--- src/hw/rtl/lna_pkg.sv ---
// Shared types and constants for the line assembler.
`default_nettype none
package lna_pkg;

	localparam int LINE_BYTES_DEF = 64;
	localparam int TAKE_LIMIT_W = 7;
	localparam logic [TAKE_LIMIT_W-1:0] TAKE_LIMIT_RST = 7'd64;

	localparam logic [7:0] CH_LF = 8'h0A;
	localparam logic [7:0] CH_CR = 8'h0D;

	typedef enum logic [1:0] {
		ACT_PUSH = 2'd0,
		ACT_LINE = 2'd1,
		ACT_OVF  = 2'd2,
		ACT_NONE = 2'd3
	} action_t;

	typedef enum logic [2:0] {
		ST_IDLE = 3'b001,
		ST_RD   = 3'b010,
		ST_LAST = 3'b100
	} state_t;

endpackage
`default_nettype wire

--- src/hw/rtl/line_assembler_with_overflow.sv ---
// Line assembler top level: byte intake, flags, line store and line readout.
// A push transfer gives no result; pushes are accepted every cycle while no line is read out.
// A refused take, an empty take or a take-overflow request gives its result in the cycle after the transfer.
// A take-line request blocks input and sends its bytes from the single read port of the
// line store via a holding register, one byte per cycle unless the output stalls.
// Reset clears all flags and the fill count and sets take_limit to 64; the store is not cleared.
`default_nettype none
module line_assembler_with_overflow #(
	parameter int LINE_BYTES = lna_pkg::LINE_BYTES_DEF
) (
	input  wire logic                            clk,
	input  wire logic                            arst_n,
	input  wire logic                            s_axis_tvalid,
	output logic                                 s_axis_tready,
	input  wire logic [7:0]                      s_axis_tdata,  // [7:0] data_byte
	input  wire logic [1:0]                      s_axis_tuser,  // [1:0] action
	output logic                                 m_axis_tvalid,
	input  wire logic                            m_axis_tready,
	output logic      [7:0]                      m_axis_tdata,  // [7:0] line_byte
	output logic      [1:0]                      m_axis_tuser,  // [0] success, [1] has_byte
	output logic                                 m_axis_tlast,
	input  wire logic                            cfg_valid,
	output logic                                 cfg_ready,
	input  wire logic [lna_pkg::TAKE_LIMIT_W-1:0] cfg_data
);

	localparam int AW = $clog2(LINE_BYTES);
	localparam int TW = lna_pkg::TAKE_LIMIT_W;
	localparam logic [AW-1:0] FILL_MAX = AW'(LINE_BYTES - 1);

	lna_pkg::state_t state_q;
	lna_pkg::action_t act;

	logic [AW-1:0] fill_q;
	logic          ready_q;
	logic          disc_q;
	logic          ovf_q;
	logic          last_cr_q;
	logic [TW-1:0] take_limit_q;
	logic [AW-1:0] idx_q;
	logic [AW-1:0] idx_d;
	logic [AW-1:0] nxt_idx;
	logic [AW-1:0] lim_q;
	logic [AW-1:0] lim_w;
	logic [TW-1:0] tl_m1;
	logic [7:0]    cur_q;
	logic          cur_vld_q;
	logic [7:0]    rdata_s1;
	logic          at_end;
	logic          line_ok;
	logic          free;
	logic          in_xfer;
	logic          is_lf;
	logic          we;

	logic          emit;
	logic          e_succ;
	logic          e_has;
	logic [7:0]    e_byte;
	logic          e_last;

	logic          m_valid_q;
	logic [7:0]    m_data_q;
	logic [1:0]    m_user_q;
	logic          m_last_q;

	assign act = lna_pkg::action_t'(s_axis_tuser);
	assign free = !m_valid_q || m_axis_tready;
	assign s_axis_tready = (state_q == lna_pkg::ST_IDLE) &&
		(free || act == lna_pkg::ACT_PUSH || act == lna_pkg::ACT_NONE);
	assign in_xfer = s_axis_tvalid && s_axis_tready;
	assign is_lf = (s_axis_tdata == lna_pkg::CH_LF);

	assign tl_m1 = take_limit_q - TW'(1);
	assign lim_w = (tl_m1 < TW'(fill_q)) ? tl_m1[AW-1:0] : fill_q;
	assign line_ok = (take_limit_q != '0) && ready_q;
	assign nxt_idx = idx_q + AW'(1);
	assign at_end = (nxt_idx == lim_q);

	assign we = in_xfer && (act == lna_pkg::ACT_PUSH) && !disc_q && !ready_q && !is_lf &&
		(fill_q != FILL_MAX);

	assign cfg_ready = 1'b1;

	lna_line_mem #(
		.DEPTH(LINE_BYTES)
	) u_mem (
		.clk   (clk),
		.we    (we),
		.waddr (fill_q),
		.wdata (s_axis_tdata),
		.raddr (idx_d),
		.rdata (rdata_s1)
	);

	always_comb begin
		emit = 1'b0;
		e_succ = 1'b0;
		e_has = 1'b0;
		e_byte = '0;
		e_last = 1'b1;
		idx_d = idx_q;
		case (state_q)
			lna_pkg::ST_IDLE: begin
				if (in_xfer) begin
					case (act)
						lna_pkg::ACT_LINE: begin
							if (!line_ok) begin
								emit = 1'b1;
							end else if (lim_w == '0) begin
								emit = 1'b1;
								e_succ = 1'b1;
							end else begin
								idx_d = '0;
							end
						end
						lna_pkg::ACT_OVF: begin
							emit = 1'b1;
							e_succ = ovf_q;
						end
						default: begin
						end
					endcase
				end
			end
			lna_pkg::ST_RD: begin
				if (free) begin
					if (cur_vld_q) begin
						emit = 1'b1;
						e_succ = 1'b1;
						e_has = 1'b1;
						e_byte = cur_q;
						e_last = (rdata_s1 == '0);
					end else if (rdata_s1 == '0) begin
						emit = 1'b1;
						e_succ = 1'b1;
					end
					if (rdata_s1 != '0 && !at_end) begin
						idx_d = nxt_idx;
					end
				end
			end
			lna_pkg::ST_LAST: begin
				if (free) begin
					emit = 1'b1;
					e_succ = 1'b1;
					e_has = 1'b1;
					e_byte = cur_q;
				end
			end
			default: begin
			end
		endcase
	end

	always_ff @(posedge clk or negedge arst_n) begin
		if (!arst_n) begin
			state_q <= lna_pkg::ST_IDLE;
			fill_q <= '0;
			ready_q <= 1'b0;
			disc_q <= 1'b0;
			ovf_q <= 1'b0;
			last_cr_q <= 1'b0;
			take_limit_q <= lna_pkg::TAKE_LIMIT_RST;
			idx_q <= '0;
			lim_q <= '0;
			cur_vld_q <= 1'b0;
			m_valid_q <= 1'b0;
		end else begin
			idx_q <= idx_d;
			if (cfg_valid) begin
				take_limit_q <= cfg_data;
			end
			if (emit) begin
				m_valid_q <= 1'b1;
			end else if (m_axis_tready) begin
				m_valid_q <= 1'b0;
			end
			case (state_q)
				lna_pkg::ST_IDLE: begin
					if (in_xfer) begin
						case (act)
							lna_pkg::ACT_PUSH: begin
								if (disc_q) begin
									if (is_lf) begin
										disc_q <= 1'b0;
										ovf_q <= 1'b1;
									end
								end else if (ready_q) begin
									if (is_lf) begin
										ovf_q <= 1'b1;
									end
								end else if (is_lf) begin
									if (fill_q != '0 && last_cr_q) begin
										fill_q <= fill_q - AW'(1);
									end
									ready_q <= 1'b1;
								end else if (fill_q == FILL_MAX) begin
									fill_q <= '0;
									disc_q <= 1'b1;
								end else begin
									fill_q <= fill_q + AW'(1);
									last_cr_q <= (s_axis_tdata == lna_pkg::CH_CR);
								end
							end
							lna_pkg::ACT_LINE: begin
								if (line_ok) begin
									fill_q <= '0;
									ready_q <= 1'b0;
									if (lim_w != '0) begin
										lim_q <= lim_w;
										cur_vld_q <= 1'b0;
										state_q <= lna_pkg::ST_RD;
									end
								end
							end
							lna_pkg::ACT_OVF: begin
								ovf_q <= 1'b0;
							end
							default: begin
							end
						endcase
					end
				end
				lna_pkg::ST_RD: begin
					if (free) begin
						if (rdata_s1 == '0) begin
							state_q <= lna_pkg::ST_IDLE;
						end else begin
							cur_vld_q <= 1'b1;
							if (at_end) begin
								state_q <= lna_pkg::ST_LAST;
							end
						end
					end
				end
				lna_pkg::ST_LAST: begin
					if (free) begin
						state_q <= lna_pkg::ST_IDLE;
					end
				end
				default: begin
					state_q <= lna_pkg::ST_IDLE;
				end
			endcase
		end
	end

	always_ff @(posedge clk) begin
		if (state_q == lna_pkg::ST_RD && free && rdata_s1 != '0) begin
			cur_q <= rdata_s1;
		end
		if (emit) begin
			m_data_q <= e_byte;
			m_user_q <= {e_has, e_succ};
			m_last_q <= e_last;
		end
	end

	assign m_axis_tvalid = m_valid_q;
	assign m_axis_tdata = m_data_q;
	assign m_axis_tuser = m_user_q;
	assign m_axis_tlast = m_last_q;

endmodule
`default_nettype wire

--- src/hw/rtl/lna_line_mem.sv ---
// Line store: one write port and one registered read port.
`default_nettype none
module lna_line_mem #(
	parameter int DEPTH = lna_pkg::LINE_BYTES_DEF
) (
	input  wire logic                     clk,
	input  wire logic                     we,
	input  wire logic [$clog2(DEPTH)-1:0] waddr,
	input  wire logic [7:0]               wdata,
	input  wire logic [$clog2(DEPTH)-1:0] raddr,
	output logic      [7:0]               rdata
);

	logic [7:0] mem [DEPTH];

	always_ff @(posedge clk) begin
		if (we) begin
			mem[waddr] <= wdata;
		end
		rdata <= mem[raddr];
	end

endmodule
`default_nettype wire

--- config.mk ---
export PLATFORM = sky130hd
export DESIGN_NAME = line_assembler_with_overflow
export DESIGN_NICKNAME = d
export VERILOG_FILES = /design/src/hw/rtl/lna_pkg.sv /design/src/hw/rtl/line_assembler_with_overflow.sv /design/src/hw/rtl/lna_line_mem.sv
export SDC_FILE = /design/constraint.sdc
export NUM_CORES = 1
export LEC_CHECK = 0
export ABC_AREA = 1
export BUFFER_PORTS_ARGS = -buffer_cell sky130_fd_sc_hd__clkbuf_2
export CAP_MARGIN = 20
export CELL_PAD_IN_SITES_DETAIL_PLACEMENT = 1
export CELL_PAD_IN_SITES_GLOBAL_PLACEMENT = 2
export CORE_MARGIN = 10
export CORE_UTILIZATION = 44
export CTS_BUF_LIST = sky130_fd_sc_hd__clkbuf_2 sky130_fd_sc_hd__clkbuf_4 sky130_fd_sc_hd__clkbuf_8
export CTS_CLUSTER_DIAMETER = 200
export DETAILED_ROUTE_END_ITERATION = 12
export PLACE_DENSITY = 0.9
export SLEW_MARGIN = 5
export SYNTH_ARGS = -nofsm -noshare
export SYNTH_HDL_FRONTEND = slang
export SYNTH_SLANG_ARGS = --single-unit
--- constraint.sdc ---
create_clock -name clk -period 4 [get_ports clk]
set_clock_uncertainty 0.15 [all_clocks]
set_input_delay 0.8 -clock clk [delete_from_list [all_inputs] [get_ports clk]]
set_output_delay 0.8 -clock clk [all_outputs]
set_load 0.02 [all_outputs]
Word-level counts from Yosys, hierarchy flattened
Memories as Yosys holds them, arrays and structs flattened. A register that Yosys moved wholly into a read port is not among the register bits.
Cells that the tools add are included.
{"block": "op_classes", "n_addsub": 4, "n_mul": 0, "div": 0, "n_lt_le_gt_ge": 1, "n_eq_ne": 24, "shift": 0, "muxes": 69, "n_bitwise": 4, "n_reduce_logical": 40}
{"operator": "2-to-1 mux 6 bit", "n": 13}
{"operator": "2-to-1 mux 1 bit", "n": 33}
{"operator": "AND reduction 7 bit", "n": 4}
{"operator": "2-to-1 mux 3 bit", "n": 8}
{"operator": "2-to-1 mux 8 bit", "n": 3}
{"operator": "one-hot mux 6 bit (2 select lines)", "n": 2}
{"operator": "== test 8 x 4 -> 1 bit (second input constant)", "n": 2}
{"operator": "inequality test 2 bit (second input constant)", "n": 8}
{"operator": "one-hot mux 8 bit (2 select lines)", "n": 1}
{"operator": "adder 6 x 1 -> 6 bit (second input constant)", "n": 2}
{"operator": "logical AND 1 bit", "n": 12}
{"operator": "one-hot mux 1 bit (2 select lines)", "n": 6}
{"operator": "nonzero test 6 bit", "n": 2}
{"operator": "AND reduction 5 bit", "n": 2}
{"operator": "one-hot mux 3 bit (3 select lines)", "n": 1}
{"operator": "logical NOT 8 bit", "n": 1}
{"operator": "nonzero test 2 bit", "n": 4}
{"operator": "nonzero test 8 bit", "n": 1}
{"operator": "less-than comparator 7 x 6 -> 1 bit", "n": 1}
{"operator": "nonzero test 7 bit", "n": 1}
{"operator": "subtractor 7 x 1 -> 7 bit (second input constant)", "n": 1}
{"operator": "== test 6 bit", "n": 1}
{"operator": "== test 6 bit (second input constant)", "n": 1}
{"operator": "logical NOT 6 bit", "n": 1}
{"operator": "other kinds (17)", "n": 31}
{"block": "word_totals", "register_bits": 53, "latch_bits": 0, "mem_bits_rw": 512, "rom_bits": 0, "inputBits": 22, "output_inout_bits": 14, "wordCells": 158, "mem_count": 1}
{"memory": "u_mem.mem", "words": 64, "width": 8, "rd": 1, "rd_ports_with_merged_regs": 1, "write_ports": 1, "line_no": "lna_line_mem.sv:14", "text": "logic [7:0] mem [DEPTH];"}

Logic depth before layout (Yosys ltp)
Gate-level depths: netlist of run 1.
{"block": "depth", "depth_word": 13, "depth_mapped": 28, "mapped_depth_nobuf": 26}

Hierarchy
A second synthesis of run 1 with hierarchy kept.
{"block": "hier_totals", "cells_unflattened": 2201, "area_unflattened_um2": 24527.3}
{"mod": "lna_line_mem", "n_inst": 1, "cells_per_inst": 1822, "area_each_um2": 21291.7, "seq_area_each_um2": 15534.9}
{"mod": "line_assembler_with_overflow", "n_inst": 1, "cells_per_inst": 379, "area_each_um2": 3235.6, "seq_area_each_um2": 1423.9}

Worst setup path after synthesis of run 1
Ideal clock, no wire load.
{"block": "synth_path", "path_type": "input-to-reg", "startpoint": "in s_axis_tuser[0]", "endpoint": "mem u_mem.mem[10][0], enable pin", "setup_time_ns": 0.370, "t_arrival_ns": 2.898, "required_time_ns": 3.480, "setup_slack_ns": 0.582, "path_stages": 12, "n_path_buf": 0, "path_cell_list": "inv_1 -> ha_1 -> nor2_1 -> a21oi_2 -> nand2_1 -> inv_1 -> nand2_1 -> nor3_1 -> inv_1 -> nor2_1 -> nand3_1 -> nor2_1"}
{"block": "synth_via", "elab_chain_cells": 12, "word_cells_on_any_way": 13, "classes_between": "eq/ne (1); mux (2); reduce/logical (10)"}
{"item": "start: declaration", "line_no": "line_assembler_with_overflow.sv:16", "text": "input wire logic [1:0] s_axis_tuser,"}
{"item": "logical NOT 2 bit", "line_no": "line_assembler_with_overflow.sv:70", "text": "(free || act == lna_pkg::ACT_PUSH || act == lna_pkg::ACT_NONE);"}
{"item": "logical OR 1 bit", "line_no": "line_assembler_with_overflow.sv:70"}
{"item": "logical OR 1 bit (*)", "line_no": "line_assembler_with_overflow.sv:70"}
{"item": "logical AND 1 bit (*)", "line_no": "line_assembler_with_overflow.sv:69", "text": "assign s_axis_tready = (state_q == lna_pkg::ST_IDLE) &&"}
{"item": "via s_axis_tready", "line_no": "line_assembler_with_overflow.sv:14", "text": "output logic s_axis_tready,"}
{"item": "logical AND 1 bit (*)", "line_no": "line_assembler_with_overflow.sv:71", "text": "assign in_xfer = s_axis_tvalid && s_axis_tready;"}
{"item": "logical AND 1 bit (*) (5 in series)", "line_no": "line_assembler_with_overflow.sv:80", "text": "assign we = in_xfer && (act == lna_pkg::ACT_PUSH) && !disc_q && !ready_q && !is_lf &&"}
{"item": "2-to-1 mux 1 bit (*)", "line_no": "lna_line_mem.sv:17", "text": "if (we) begin"}
{"item": "2-to-1 mux 1 bit (not written as such) (*)", "line_no": "lna_line_mem.sv:18", "text": "mem[waddr] <= wdata;"}
{"item": "end: declaration", "line_no": "lna_line_mem.sv:14"}
The timed path passes the listed nets; every way through them passes the cells marked *.

Worst setup path after layout of run 1
{"block": "layout_path", "startpoint": "reg take_limit_q[0]", "endpoint": "reg u_mem.rdata[0], read port of u_mem.mem"}
{"block": "layout_via", "elab_chain_cells": 9, "word_cells_on_any_way": 11, "classes_between": "add/sub (1); order compare (1); mux (6); reduce/logical (3)"}
{"item": "start: declaration", "line_no": "line_assembler_with_overflow.sv:39", "text": "logic [TW-1:0] take_limit_q;"}
{"item": "start signal: assignment", "line_no": "line_assembler_with_overflow.sv:164", "text": "take_limit_q <= lna_pkg::TAKE_LIMIT_RST;"}
{"item": "start signal: assignment", "line_no": "line_assembler_with_overflow.sv:172", "text": "take_limit_q <= cfg_data;"}
{"item": "subtractor 7 x 1 -> 7 bit", "line_no": "line_assembler_with_overflow.sv:74", "text": "assign tl_m1 = take_limit_q - TW'(1);"}
{"item": "less-than comparator 7 x 6 -> 1 bit", "line_no": "line_assembler_with_overflow.sv:75", "text": "assign lim_w = (tl_m1 < TW'(fill_q)) ? tl_m1[AW-1:0] : fill_q;"}
{"item": "2-to-1 mux 6 bit", "line_no": "line_assembler_with_overflow.sv:75"}
{"item": "logical NOT 6 bit", "line_no": "line_assembler_with_overflow.sv:110", "text": "end else if (lim_w == '0) begin"}
{"item": "2-to-1 mux 6 bit", "line_no": "line_assembler_with_overflow.sv:110"}
{"item": "2-to-1 mux 6 bit (*)", "line_no": "line_assembler_with_overflow.sv:108", "text": "if (!line_ok) begin"}
{"item": "2-to-1 mux 6 bit (*)", "line_no": "line_assembler_with_overflow.sv:106", "text": "case (act)"}
{"item": "2-to-1 mux 6 bit (*)", "line_no": "line_assembler_with_overflow.sv:105", "text": "if (in_xfer) begin"}
{"item": "one-hot mux 6 bit (2 select lines) (*)", "line_no": "line_assembler_with_overflow.sv:103", "text": "case (state_q)"}
{"item": "end: declaration", "line_no": "lna_line_mem.sv:11", "text": "output logic [7:0] rdata"}
Mark *: on every way between the ends. The rest lies on a longest branch, timed or not.
A chain may end at the register's enable or synchronous reset.

==> reports/summary.txt, run 1 <==
Most frequent cell after synthesis - nand2_1
RSZ-0062 raised after global routing - true
Fin. Hold Viols - 0
Post-synthesis sequential area ratio - 0.6666
Pwr Density - 864.6 nW/µm²
CTS tree - built
Non-Filler Instances - 3431
DRC viols - 0
IO Port Bufs - 34
Rel. slew slack - 0.3599
Critical path peak fanout - 7
Hold Buf Count CTS - 0
Peak Freq - 253.9 MHz
DIE HEIGHT - 260.5 µm
Max incr delay on CP - 390 ps
Worst setup path class - flop to flop
Slew Viols, Final - 0
Worst slew pin tran - 960.1 ps
Setup crit start kind - flop
Synthesized flop and latch total - 573
Crit path buffers/inverters - 7
CP Capture Type - flop
Root Driver - clkbuf_8
Initial core utilization - 0.4426
Placement Rows - 88
Crit path required time - 4490 ps
Hold_ws - 96.07 ps
Sink Count - 573
FILL cells - 6225
Final core occ - 0.5281
IO Pins - 36
DRT Pass-1 Iters - 5
Fin crit share - 0.9846
Largest area contributor in the netlist - edfxtp_1
Post-Route WL - 84680 µm
Largest cells by area after synthesis - edfxtp_1 63%, nand2_1 11%, nand3_1 11%
Synth warnings - 0
CP top delay family - simple AND/OR/NAND/NOR gates
# setup viols final - 0
Clock Latency Late Sink - 710 ps
Fin crit period - 3939 ps
WL/cell - 24.68 µm
Gr usage total - 0.2325
DR vias/cell - 5.700
Synth Flop Type - edfxtp_1
Global-route wire length before repair - 119900 µm
Synthesized Nets - 2468
Syn avg cell area - 10.47 µm²
Dpl cells - 3212
Syn Std Cell Area - 25440 µm²
Max Root-Sink Buffers - 3
Worst path most repeated cell - nand2_1
Synth unique cells - 44
GRT overflow - 0
Total CTS buffers - 95
Vias in the first global route - 19630
Max-cap violations - 0
Area growth syn-to-layout - 19.30%
Post-synth top area share - 0.6268
Status - finished, final reports clean
Worst EP arrival - 4430 ps
Critical-path top delay cell - dfrtp_1
Synth cell count leaders - 771 x nand2_1, 545 x nand3_1, 531 x edfxtp_1
Post-synth EDFFs - 531
Worst vdd ir - 0.5438 mV
Initial antenna violation count - 2
Chip width - 260.5 µm
Leakage power - 12.06 nW
# H-tree levels - 3
Placer Congestion - 0.8534
HPWL after DPL - 49160 µm
Die ar. - 67840 µm²
Clock-pin slew on the worst setup and hold paths - 60 ps
Core ar. - 57480 µm²
Ys async rst share - 0.05934
Initial drt markers - 2243
Hold crit path type - input pin to async pin
Share of cells above drive strength 1 - 0.1839
Via count - 19560
Largest net degree at the start of global routing - 99
Nets - 2628
Antenna Violating Nets Remaining - 0
Mapped Cells - 2431
cell usage in the layout, fill, tap and decap left out, types with 13 or more instances in the layout:
| master | netlist | final |
|---|---|---|
| clkinv_1 | 3 | 27 |
| o21ai_0 | 24 | 24 |
| buf_4 | 16 | 93 |
| buf_6 | 14 | 15 |
| dfrtp_1 | 32 | 32 |
| edfxtp_1 | 531 | 531 |
| nand3_1 | 545 | 472 |
| ha_1 | 15 | 14 |
| buf_12 | 0 | 37 |
| nand3b_1 | 33 | 33 |
| nor2_1 | 111 | 90 |
| clkbuf_16 | 0 | 16 |
| nand2_2 | 3 | 16 |
| nor2_2 | 4 | 23 |
| clkbuf_2 | 0 | 34 |
| clkbuf_8 | 0 | 102 |
| nand3_2 | 1 | 72 |
| inv_1 | 131 | 126 |
| nand2_1 | 771 | 755 |
| a21oi_1 | 13 | 13 |
| clkbuf_4 | 0 | 32 |
report_power, final:
group	leakage, nW	switching (mW)	internal (mW)
Combinational	5.84	9.07	5.07
Clock	0.966	2.40	2.70
Sequential	5.26	0.191	6.81
Total	12.1	11.7	14.6
stage by stage:
stage | instance area [µm²] | setup TNS (ps) | total power [mW] | setup WS [ps]
floorplan | 25440 | 0 | 14.29 | 581.7
global placement | 27120 | -2343 | 18.07 | -145.0
detailed placement | 27120 | -31130 | 18.37 | -309.8
CTS | 29120 | 0 | 23.81 | 3.009
global route | 30350 | -4659 | 27.61 | -131.9
finish | 30350 | 0 | 26.24 | 61.49
sequential cells by signal, indices dropped and copies added, names as in the netlist, 3 cells and up:
signal and count:
fill_q 6, m_axis_tdata 8, idx_q 6, u_mem.mem 512, u_mem.rdata 8, state_q 3
lim_q 6, take_limit_q 7, cur_q 8
cell families after synthesis:
group,synth area share
and+or+nand+nor,0.2563
xor gates and xnor gates,0.003099
adders and majority gates,0.007377
DFF,0.6666
buffers and inverters,0.05154
other,0.0001474
muxes,0.0004426
AOI/OAI and AO/OA,0.01446
what timing repair did:
item,CTS,global route
pin swaps,3,21
setup buffers,7,17
gates resized for setup,12,143
cloned,2,21
endpoints found under the setup margin,8,201
layout make-up:
type | instances | area (µm²) | area share
diodes | 2 | 5.005 | 0.0001649
clock buffers | 134 | 1644 | 0.05417
clock inverters | 36 | 188.9 | 0.006225
inverters | 136 | 526.8 | 0.01736
multi-input cells | 1583 | 7727 | 0.2546
flip-flops and latches | 573 | 16960 | 0.5588
well taps | 765 | 957.2 | 0.03154
repair buffers | 201 | 2331 | 0.07680
repair inverters | 1 | 11.26 | 0.0003710
layer usage:
layer	wire (µm)	share of wire	track usage	vias to the layer above
li1	-	-	-	8701
met4	2932	0.035	0.08203	0
met5	0	0	0	-
met1	34040	0.40	0.3020	9927
met2	41520	0.49	0.3879	755
met3	6191	0.073	0.03951	172
final timing paths:
check,start,endpoint,slack (ps),cells after the start
max in group asynchronous,arst_n,lim_q[2],3010,1
max,take_limit_q[0],u_mem.rdata[0],60,30
min reg2reg,last_cr_q,last_cr_q,340,2
min in group clk,cfg_data[5],take_limit_q[5],170,3
min,arst_n,state_q[2],100,1
max reg2reg,take_limit_q[0],u_mem.rdata[0],60,30
Note: power is estimated with default switching activity, not from simulation.
==> run 2: changes to the inputs <==
--- a/config.mk
+++ b/config.mk
@@ -6,17 +6,18 @@
 export NUM_CORES = 1
 export LEC_CHECK = 0
 export ABC_AREA = 1
-export BUFFER_PORTS_ARGS = -buffer_cell sky130_fd_sc_hd__clkbuf_2
 export CAP_MARGIN = 20
 export CELL_PAD_IN_SITES_DETAIL_PLACEMENT = 1
 export CELL_PAD_IN_SITES_GLOBAL_PLACEMENT = 2
 export CORE_MARGIN = 10
-export CORE_UTILIZATION = 44
+export CORE_UTILIZATION = 45
 export CTS_BUF_LIST = sky130_fd_sc_hd__clkbuf_2 sky130_fd_sc_hd__clkbuf_4 sky130_fd_sc_hd__clkbuf_8
 export CTS_CLUSTER_DIAMETER = 200
 export DETAILED_ROUTE_END_ITERATION = 12
+export DONT_BUFFER_PORTS = 1
 export PLACE_DENSITY = 0.9
 export SLEW_MARGIN = 5
 export SYNTH_ARGS = -nofsm -noshare
 export SYNTH_HDL_FRONTEND = slang
+export SYNTH_HIERARCHICAL = 1
 export SYNTH_SLANG_ARGS = --single-unit
==> run 2 against run 1 <==
The run now ends with setup timing left. Cell area decreased by 3.0%. Worst hold slack got worse by 61 ps. Die area decreased by 5.3%. Flip-flop and latch count unchanged. Global-route usage is 0.52 points higher. Highest routed layer is now met5. Area after synthesis decreased by 3.6%. Count of clock-buffer cells in the layout fell by 13.
==> reports/summary.txt, run 2 <==
Rel. slew slack - 0.3736 (+0.01371)
IO Pins - 36 (unchanged)
Die ar. - 64240 µm² (-5.3%)
Syn avg cell area - 11.14 µm² (+6.5%)
Core ar. - 53920 µm² (-6.2%)
WL/cell - 24.96 µm (+1.1%)
Commonest non-fill, non-tap cells in the layout - 717 x nand2_1, 531 x edfxtp_1, 409 x nand3_1
Placer Congestion - 0.8798 (+3.1%)
RSZ-0062 raised after global routing - true
Tot Pwr - 23.79 mW (-9.4%)
Critical-path top delay cell - dfrtp_1
Dpl cells - 2920 (-9.1%)
Gr usage total - 0.2377 (+0.005229)
DRT Pass-1 Iters - 5 (unchanged)
Hold_ws - 35.37 ps (-60.70 ps)
Vias in the first global route - 19060 (-2.9%)
Setup crit start kind - flop
Root Driver - clkbuf_8
Synth warnings - 6 (+6)
Non-Filler Instances - 3151 (-8.2%)
HPWL after DPL - 44260 µm (-10%)
Commonest non-fill, non-tap cell in the layout - nand2_1
Fin crit period - 4131 ps (+192.2 ps)
Via count - 18150 (-7.2%)
Synthesized flop and latch total - 573 (unchanged)
Nets - 2410 (-8.3%)
Slew Viols, Final - 0 (unchanged)
# H-tree levels - 3 (unchanged)
Synth cell count leaders - 744 x nand2_1, 531 x edfxtp_1, 480 x nand3_1
Hold crit path type - input pin to flop
Hold Path End - u_mem/mem[10][3]
Critical path peak fanout - 12 (+5)
Placement Rows - 85 (-3.4%)
Pwr Density - 807.7 nW/µm² (-6.6%)
Synthesized Nets - 2238 (-9.3%)
Fin. Hold Viols - 0 (unchanged)
Clock-pin slew on the worst setup and hold paths - 70 ps (about the same)
Clock Latency Late Sink - 730 ps (+20 ps)
Max Root-Sink Buffers - 3 (unchanged)
Worst path most repeated cell - nand2_1
# setup viols final - 8 (+8)
Initial drt markers - 1859 (-17%)
Share of cells above drive strength 1 - 0.1952 (+0.01126)
Ys async rst share - 0.05934 (unchanged)
Synth unique cells - 48 (+9.1%)
Post-synthesis sequential area ratio - 0.6914 (+0.02482)
Initial antenna violation count - 3 (+1)
Worst vdd ir - 0.4920 mV (-9.5%)
Footprint of the multi-input gates - 7111 µm² (-8.0%)
Crit path required time - 4450 ps (-40 ps)
Largest area contributor in the netlist - edfxtp_1
Sink Count - 573 (unchanged)
Reg2reg path depth - 28 (-6.7%)
DIE HEIGHT - 253.5 µm (-2.7%)
Global-route wire length before repair - 115700 µm (-3.5%)
Worst slew pin tran - 936.8 ps (-23.32 ps)
Final WS setup - -130.7 ps (-192.2 ps)
Failing checks - setup timing
Final core occ - 0.5462 (+0.01810)
Max-cap violations - 0 (unchanged)
Fin crit share - 1.033 (+0.04805)
Post-synth EDFFs - 531 (unchanged)
Chip width - 253.5 µm (-2.7%)
Largest cells by area after synthesis - edfxtp_1 65%, nand2_1 11%, nand3_1 9.8%
R2r setup slk - -130 ps (-190 ps)
Max incr delay on CP - 390 ps (about the same)
Worst Setup SP - take_limit_q[0]
Worst setup path class - flop to flop
CP Capture Type - flop
Synth Flop Type - edfxtp_1
Status - finished, violations left
Sequential cell area - 16960 µm² (unchanged)
Leakage power - 11.19 nW (-7.3%)
Most frequent cell after synthesis - nand2_1
DRC viols - 0 (unchanged)
Mapped Cells - 2201 (-9.5%)
DR vias/cell - 5.761 (+1.1%)
Worst r2r dst - u_mem/rdata[4]
CTS tree - built
Worst hold path stage count - 0
Post-synth top area share - 0.6501 (+0.02334)
Syn Std Cell Area - 24530 µm² (-3.6%)
Largest Register - u_mem/mem
Total CTS buffers - 94 (-1.1%)
Largest net degree at the start of global routing - 67 (-32%)
Max reg flops - 512 (unchanged)
Reg-to-reg startpoint - take_limit_q[0]
Worst EP arrival - 4580 ps (+150 ps)
Hold_sp - s_axis_tdata[3]
Initial core utilization - 0.4549 (+0.01224)
Post-Route WL - 78640 µm (-7.1%)
Area growth syn-to-layout - 20.07%
Antenna Violating Nets Remaining - 0 (unchanged)
FILL cells - 5571 (-11%)
Peak Freq - 242.1 MHz (-4.7%)
IO Port Bufs - 0 (-100%)
GRT overflow - 0 (unchanged)
run 2: cell types whose count changed in the layout (fill, tap and decap cells not counted), moves of 22 or more:
cell	before	now
nor2_2	23	1
buf_4	93	123
nand2_1	755	717
inv_1	126	63
nand3_1	472	409
nand3b_1	33	2
clkbuf_2	34	0
run 2: logic make-up after synthesis:
kind of cell,synth area share
other,0.0001529
XOR/XNOR,0.004642
multiplexers,0.0004591
buffers and inverters,0.04178
flip-flops,0.6914
AND/OR/NAND/NOR,0.2405
adder cells (fa/ha/maj),0.007652
AO/OA/AOI/OAI,0.01337
run 2: how the worst max path moves through the flow:
stage,to,cells after the start
after floorplan,u_mem/rdata[3],30
after global placement,u_mem/rdata[2],26
after detailed placement,u_mem/rdata[2],26
after CTS,u_mem/rdata[2],28
after global routing,u_mem/rdata[6],28
final,u_mem/rdata[4],28
run 2: per-stage QoR:
step | worst slack (ps) | instance area [µm²] | TNS, ps
after floorplan | 372.9 | 24530 | 0
after global placement | -213.0 | 25980 | -916.0
after detailed placement | -404.7 | 25980 | -2310
after CTS | -29.76 | 28710 | -148.7
after global routing | -351.6 | 29450 | -2477
final | -130.7 | 29450 | -682.4
run 2: final cells by class:
| type | instances | area share |
|---|---|---|
| Multi-Input combinational cell | 1442 | 0.2414 |
| Clock inverter | 56 | 0.01576 |
| Tap cell | 696 | 0.02957 |
| Sequential cell | 573 | 0.5759 |
| Antenna cell | 1 | 0.00008497 |
| Timing Repair Buffer | 191 | 0.07622 |
| Inverter | 71 | 0.009389 |
| Clock buffer | 121 | 0.05166 |
run 2: critical path: cells and delay by family (launching register included):
kind,cells,cell delay (ps)
adders and majority gates,2,520
buffers and inverters,4,680
AOI/OAI and AO/OA,3,380
DFF,1,390
xor gates and xnor gates,1,150
and+or+nand+nor,18,1730
run 2: what timing repair did:
action	CTS	global route
setup endpoints to repair	8	8
hold endpoints to repair	105	0
cloned	8	9
hold buffers	10	0
pin swaps	11	34
resized for setup	61	98
buffers inserted	10	18
run 2: metal layers:
metal | wire length [µm] | global-route usage
met4 | 2736 | 0.1020
met2 | 38730 | 0.3980
met5 | 36 | 0
met1 | 31950 | 0.3021
met3 | 5182 | 0.03718
run 2: power breakdown:
group	switching [mW]	internal (mW)
clock network	2.47	2.98
logic	7.24	4.08
registers	0.208	6.80
==> run 3: changes to the inputs <==
--- a/config.mk
+++ b/config.mk
@@ -5,17 +5,16 @@
 export SDC_FILE = /design/constraint.sdc
 export NUM_CORES = 1
 export LEC_CHECK = 0
-export ABC_AREA = 1
-export CAP_MARGIN = 20
+export ABC_AREA = 0
 export CELL_PAD_IN_SITES_DETAIL_PLACEMENT = 1
 export CELL_PAD_IN_SITES_GLOBAL_PLACEMENT = 2
 export CORE_MARGIN = 10
-export CORE_UTILIZATION = 45
+export CORE_UTILIZATION = 51
 export CTS_BUF_LIST = sky130_fd_sc_hd__clkbuf_2 sky130_fd_sc_hd__clkbuf_4 sky130_fd_sc_hd__clkbuf_8
 export CTS_CLUSTER_DIAMETER = 200
 export DETAILED_ROUTE_END_ITERATION = 12
 export DONT_BUFFER_PORTS = 1
-export PLACE_DENSITY = 0.9
+export PLACE_DENSITY = 0.89
 export SLEW_MARGIN = 5
 export SYNTH_ARGS = -nofsm -noshare
 export SYNTH_HDL_FRONTEND = slang
==> run 3 against run 2 <==
The run still ends with setup timing left. Global-route usage grew 1.4 points. Final cell count decreased by 30%. Die area is 15% lower. Core utilization up 7.6 points. Worst setup slack lost 340 ps. Cell area down 4.3%. Worst hold slack gained 19 ps. Register-to-register slack worse by 340 ps. Critical path type unchanged. Critical endpoint is now u_mem/rdata[0].
==> reports/summary.txt, run 3 <==
Area growth syn-to-layout - 20.85%
Clock Latency Late Sink - 710 ps (-20 ps)
Worst EP arrival - 4970 ps (+390 ps)
Dpl cells - 2014 (-31%)
Hold_sp - s_axis_tdata[3]
Leakage power - 9.380 nW (-16%)
Worst hold path stage count - 0 (unchanged)
Max Root-Sink Buffers - 3 (unchanged)
Fin. Hold Viols - 0 (unchanged)
Non-Filler Instances - 2221 (-30%)
Clock-pin slew on the worst setup and hold paths - 70 ps (about the same)
Syn avg cell area - 18.26 µm² (+64%)
Antenna Violating Nets Remaining - 0 (unchanged)
Initial drt markers - 1676 (-9.8%)
Worst setup path class - flop to flop
GRT overflow - 0 (unchanged)
# H-tree levels - 3 (unchanged)
Largest cells by area after synthesis - edfxtp_1 68%, mux4_2 12%, dfrtp_1 3.4%
Post-synth top area share - 0.6839 (+0.03384)
Rel. slew slack - 0.3888 (+0.01510)
R2r setup slk - -470 ps (-340 ps)
Critical path peak fanout - 5 (-7)
WL/cell - 30.66 µm (+23%)
Most frequent cell after synthesis - edfxtp_1
Global-route wire length before repair - 100500 µm (-13%)
Syn Std Cell Area - 23310 µm² (-4.9%)
Core ar. - 45280 µm² (-16%)
Root Driver - clkbuf_8
Slew Viols, Final - 0 (unchanged)
Critical-path top delay cell - nor3_1
HPWL after DPL - 41550 µm (-6.1%)
Nets - 1580 (-34%)
CP Cell Sequence - inv_2 -> ha_4 -> nor3b_4 -> xor2_2 -> ha_1 -> a21o_1 -> a221oi_4 -> buf_6 -> a211oi_4 -> buf_4 -> o31ai_4 -> mux2i_4 -> buf_12 -> nand3_2 -> buf_4 -> o22ai_1 -> buf_4 -> nor3_1 -> a22o_1
Worst Setup SP - take_limit_q[0]
Peak Freq - 223.6 MHz (-7.6%)
DRT Pass-1 Iters - 5 (unchanged)
Hold Path End - u_mem/mem[22][3]
Reg-to-reg startpoint - take_limit_q[0]
DR vias/cell - 6.312 (+9.6%)
DRC viols - 0 (unchanged)
Largest net degree at the start of global routing - 68 (+1.5%)
Largest Register - u_mem/mem
Commonest non-fill, non-tap cells in the layout - 531 x edfxtp_1, 202 x buf_4, 124 x mux4_2
Reg2reg path depth - 19 (-32%)
Synth unique cells - 73 (+52%)
Worst slew pin tran - 913.5 ps (-23.27 ps)
Fin crit period - 4472 ps (+340.8 ps)
Post-place setup slack - -744.0 ps (-339.3 ps)
# setup viols final - 8 (unchanged)
Chip width - 233.8 µm (-7.8%)
Sink Count - 573 (unchanged)
Failing checks - setup timing
Worst r2r dst - u_mem/rdata[0]
Max-cap violations - 0 (unchanged)
Commonest non-fill, non-tap cell in the layout - edfxtp_1
Post-synthesis sequential area ratio - 0.7274 (+0.03599)
Max incr delay on CP - 440 ps (+50 ps)
Ys async rst share - 0.05934 (unchanged)
Placer Congestion - 0.8483 (-3.6%)
Post-Route WL - 68100 µm (-13%)
Share of cells above drive strength 1 - 0.3701 (+0.1750)
# diodes - 0 (-1)
CTS tree - built
Final core occ - 0.6222 (+0.07602)
IO Pins - 36 (unchanged)
Initial core utilization - 0.5148 (+0.05996)
DIE HEIGHT - 233.8 µm (-7.8%)
Total CTS buffers - 90 (-4.3%)
Synth cell count leaders - 531 x edfxtp_1, 124 x mux4_2, 95 x nor2_1
Synthesized Nets - 1314 (-41%)
Hold_ws - 54.19 ps (+18.83 ps)
Synth warnings - 6 (unchanged)
Gr usage total - 0.2519 (+0.01423)
IO Port Bufs - 0 (unchanged)
Sum Neg Setup Slack - -3240 ps (-2558 ps)
Worst path most repeated cell - buf_4
Final WS setup - -471.5 ps (-340.8 ps)
Pwr Density - 571.5 nW/µm² (-29%)
Placement Rows - 78 (-8.2%)
Placed Area - 25540 µm² (-1.7%)
Via count - 14020 (-23%)
Crit path required time - 4500 ps (+50 ps)
Largest area contributor in the netlist - edfxtp_1
Synthesized flop and latch total - 573 (unchanged)
Hold crit path type - input pin to flop
Tot Pwr - 16.10 mW (-32%)
Synth Flop Type - edfxtp_1
Mapped Cells - 1277 (-42%)
Initial antenna violation count - 1 (-2)
Setup crit start kind - flop
Fin crit share - 1.118 (+0.08520)
Status - finished, violations left
Vias in the first global route - 14940 (-22%)
Die ar. - 54660 µm² (-15%)
Worst vdd ir - 0.3070 mV (-38%)
Max reg flops - 512 (unchanged)
RSZ-0062 raised after global routing - true
Post-synth EDFFs - 531 (unchanged)
Final instance area - 28170 µm² (-4.3%)
CP Capture Type - flop
==> run 3: cell families after synthesis <==
kind of cell,synth area share
xor gates and xnor gates,0.003703
DFF,0.7274
AOI/OAI and AO/OA,0.04524
muxes,0.1356
and+or+nand+nor,0.06108
other,0.0001609
buffers and inverters,0.01873
adders and majority gates,0.008050
==> run 3: metal layers <==
| layer | global-route usage | vias to the layer above | part of all wire | routed length [µm] |
|---|---|---|---|---|
| met5 | 0 | - | 0.00022 | 15 |
| met1 | 0.3102 | 7284 | 0.37 | 25220 |
| met3 | 0.05596 | 212 | 0.085 | 5772 |
| met4 | 0.1211 | 2 | 0.047 | 3182 |
| li1 | - | 5714 | - | - |
| met2 | 0.4189 | 808 | 0.50 | 33910 |
==> run 3: worst max-delay path by stage <==
stage                     cells after the start  slack (ps)             end
after detailed placement                     19        -740  u_mem/rdata[5]
after floorplan                              15        -440  u_mem/rdata[7]
final                                        19        -470  u_mem/rdata[0]
after CTS                                    19        -420  u_mem/rdata[1]
after global routing                         21        -640  u_mem/rdata[6]
after global placement                       17        -530  u_mem/rdata[5]
==> run 3: timing repair <==
| item | in CTS | in global routing |
|---|---|---|
| pin swaps | 20 | 12 |
| cloned | 4 | 0 |
| setup buffers | 21 | 16 |
| gates resized for setup | 47 | 30 |
| setup endpoints to repair | 8 | 8 |
| hold endpoints to repair | 34 | 0 |
| hold buffers | 2 | 0 |
==> run 3: report_power, final <==
part / internal [mW] / switching [mW] / leakage, nW / total (mW)
clock network: 2.82 / 2.42 / 0.989 / 5.25
logic: 1.96 / 2.07 / 3.11 / 4.03
registers: 6.69 / 0.138 / 5.28 / 6.83
total: 11.5 / 4.63 / 9.38 / 16.1
==> run 3: critical path: cells and delay by family, from the launching register on <==
kind	cells	cell delay, ps
XOR/XNOR	1	180
buffers and inverters	6	970
adder cells (fa/ha/maj)	2	410
AO/OA/AOI/OAI	6	1280
multiplexers	1	180
flip-flops	1	420
AND/OR/NAND/NOR	3	860
==> run 3: area by class of cell <==
cell class / instances / area, µm²
clock inverter: 56 / 455.4
multi-input combinational: 620 / 6331
clock buffer: 114 / 1425
timing repair buffer: 237 / 2172
fill: 3968 / 17110
sequential: 573 / 16960
tap: 600 / 750.7
inverter: 21 / 78.83
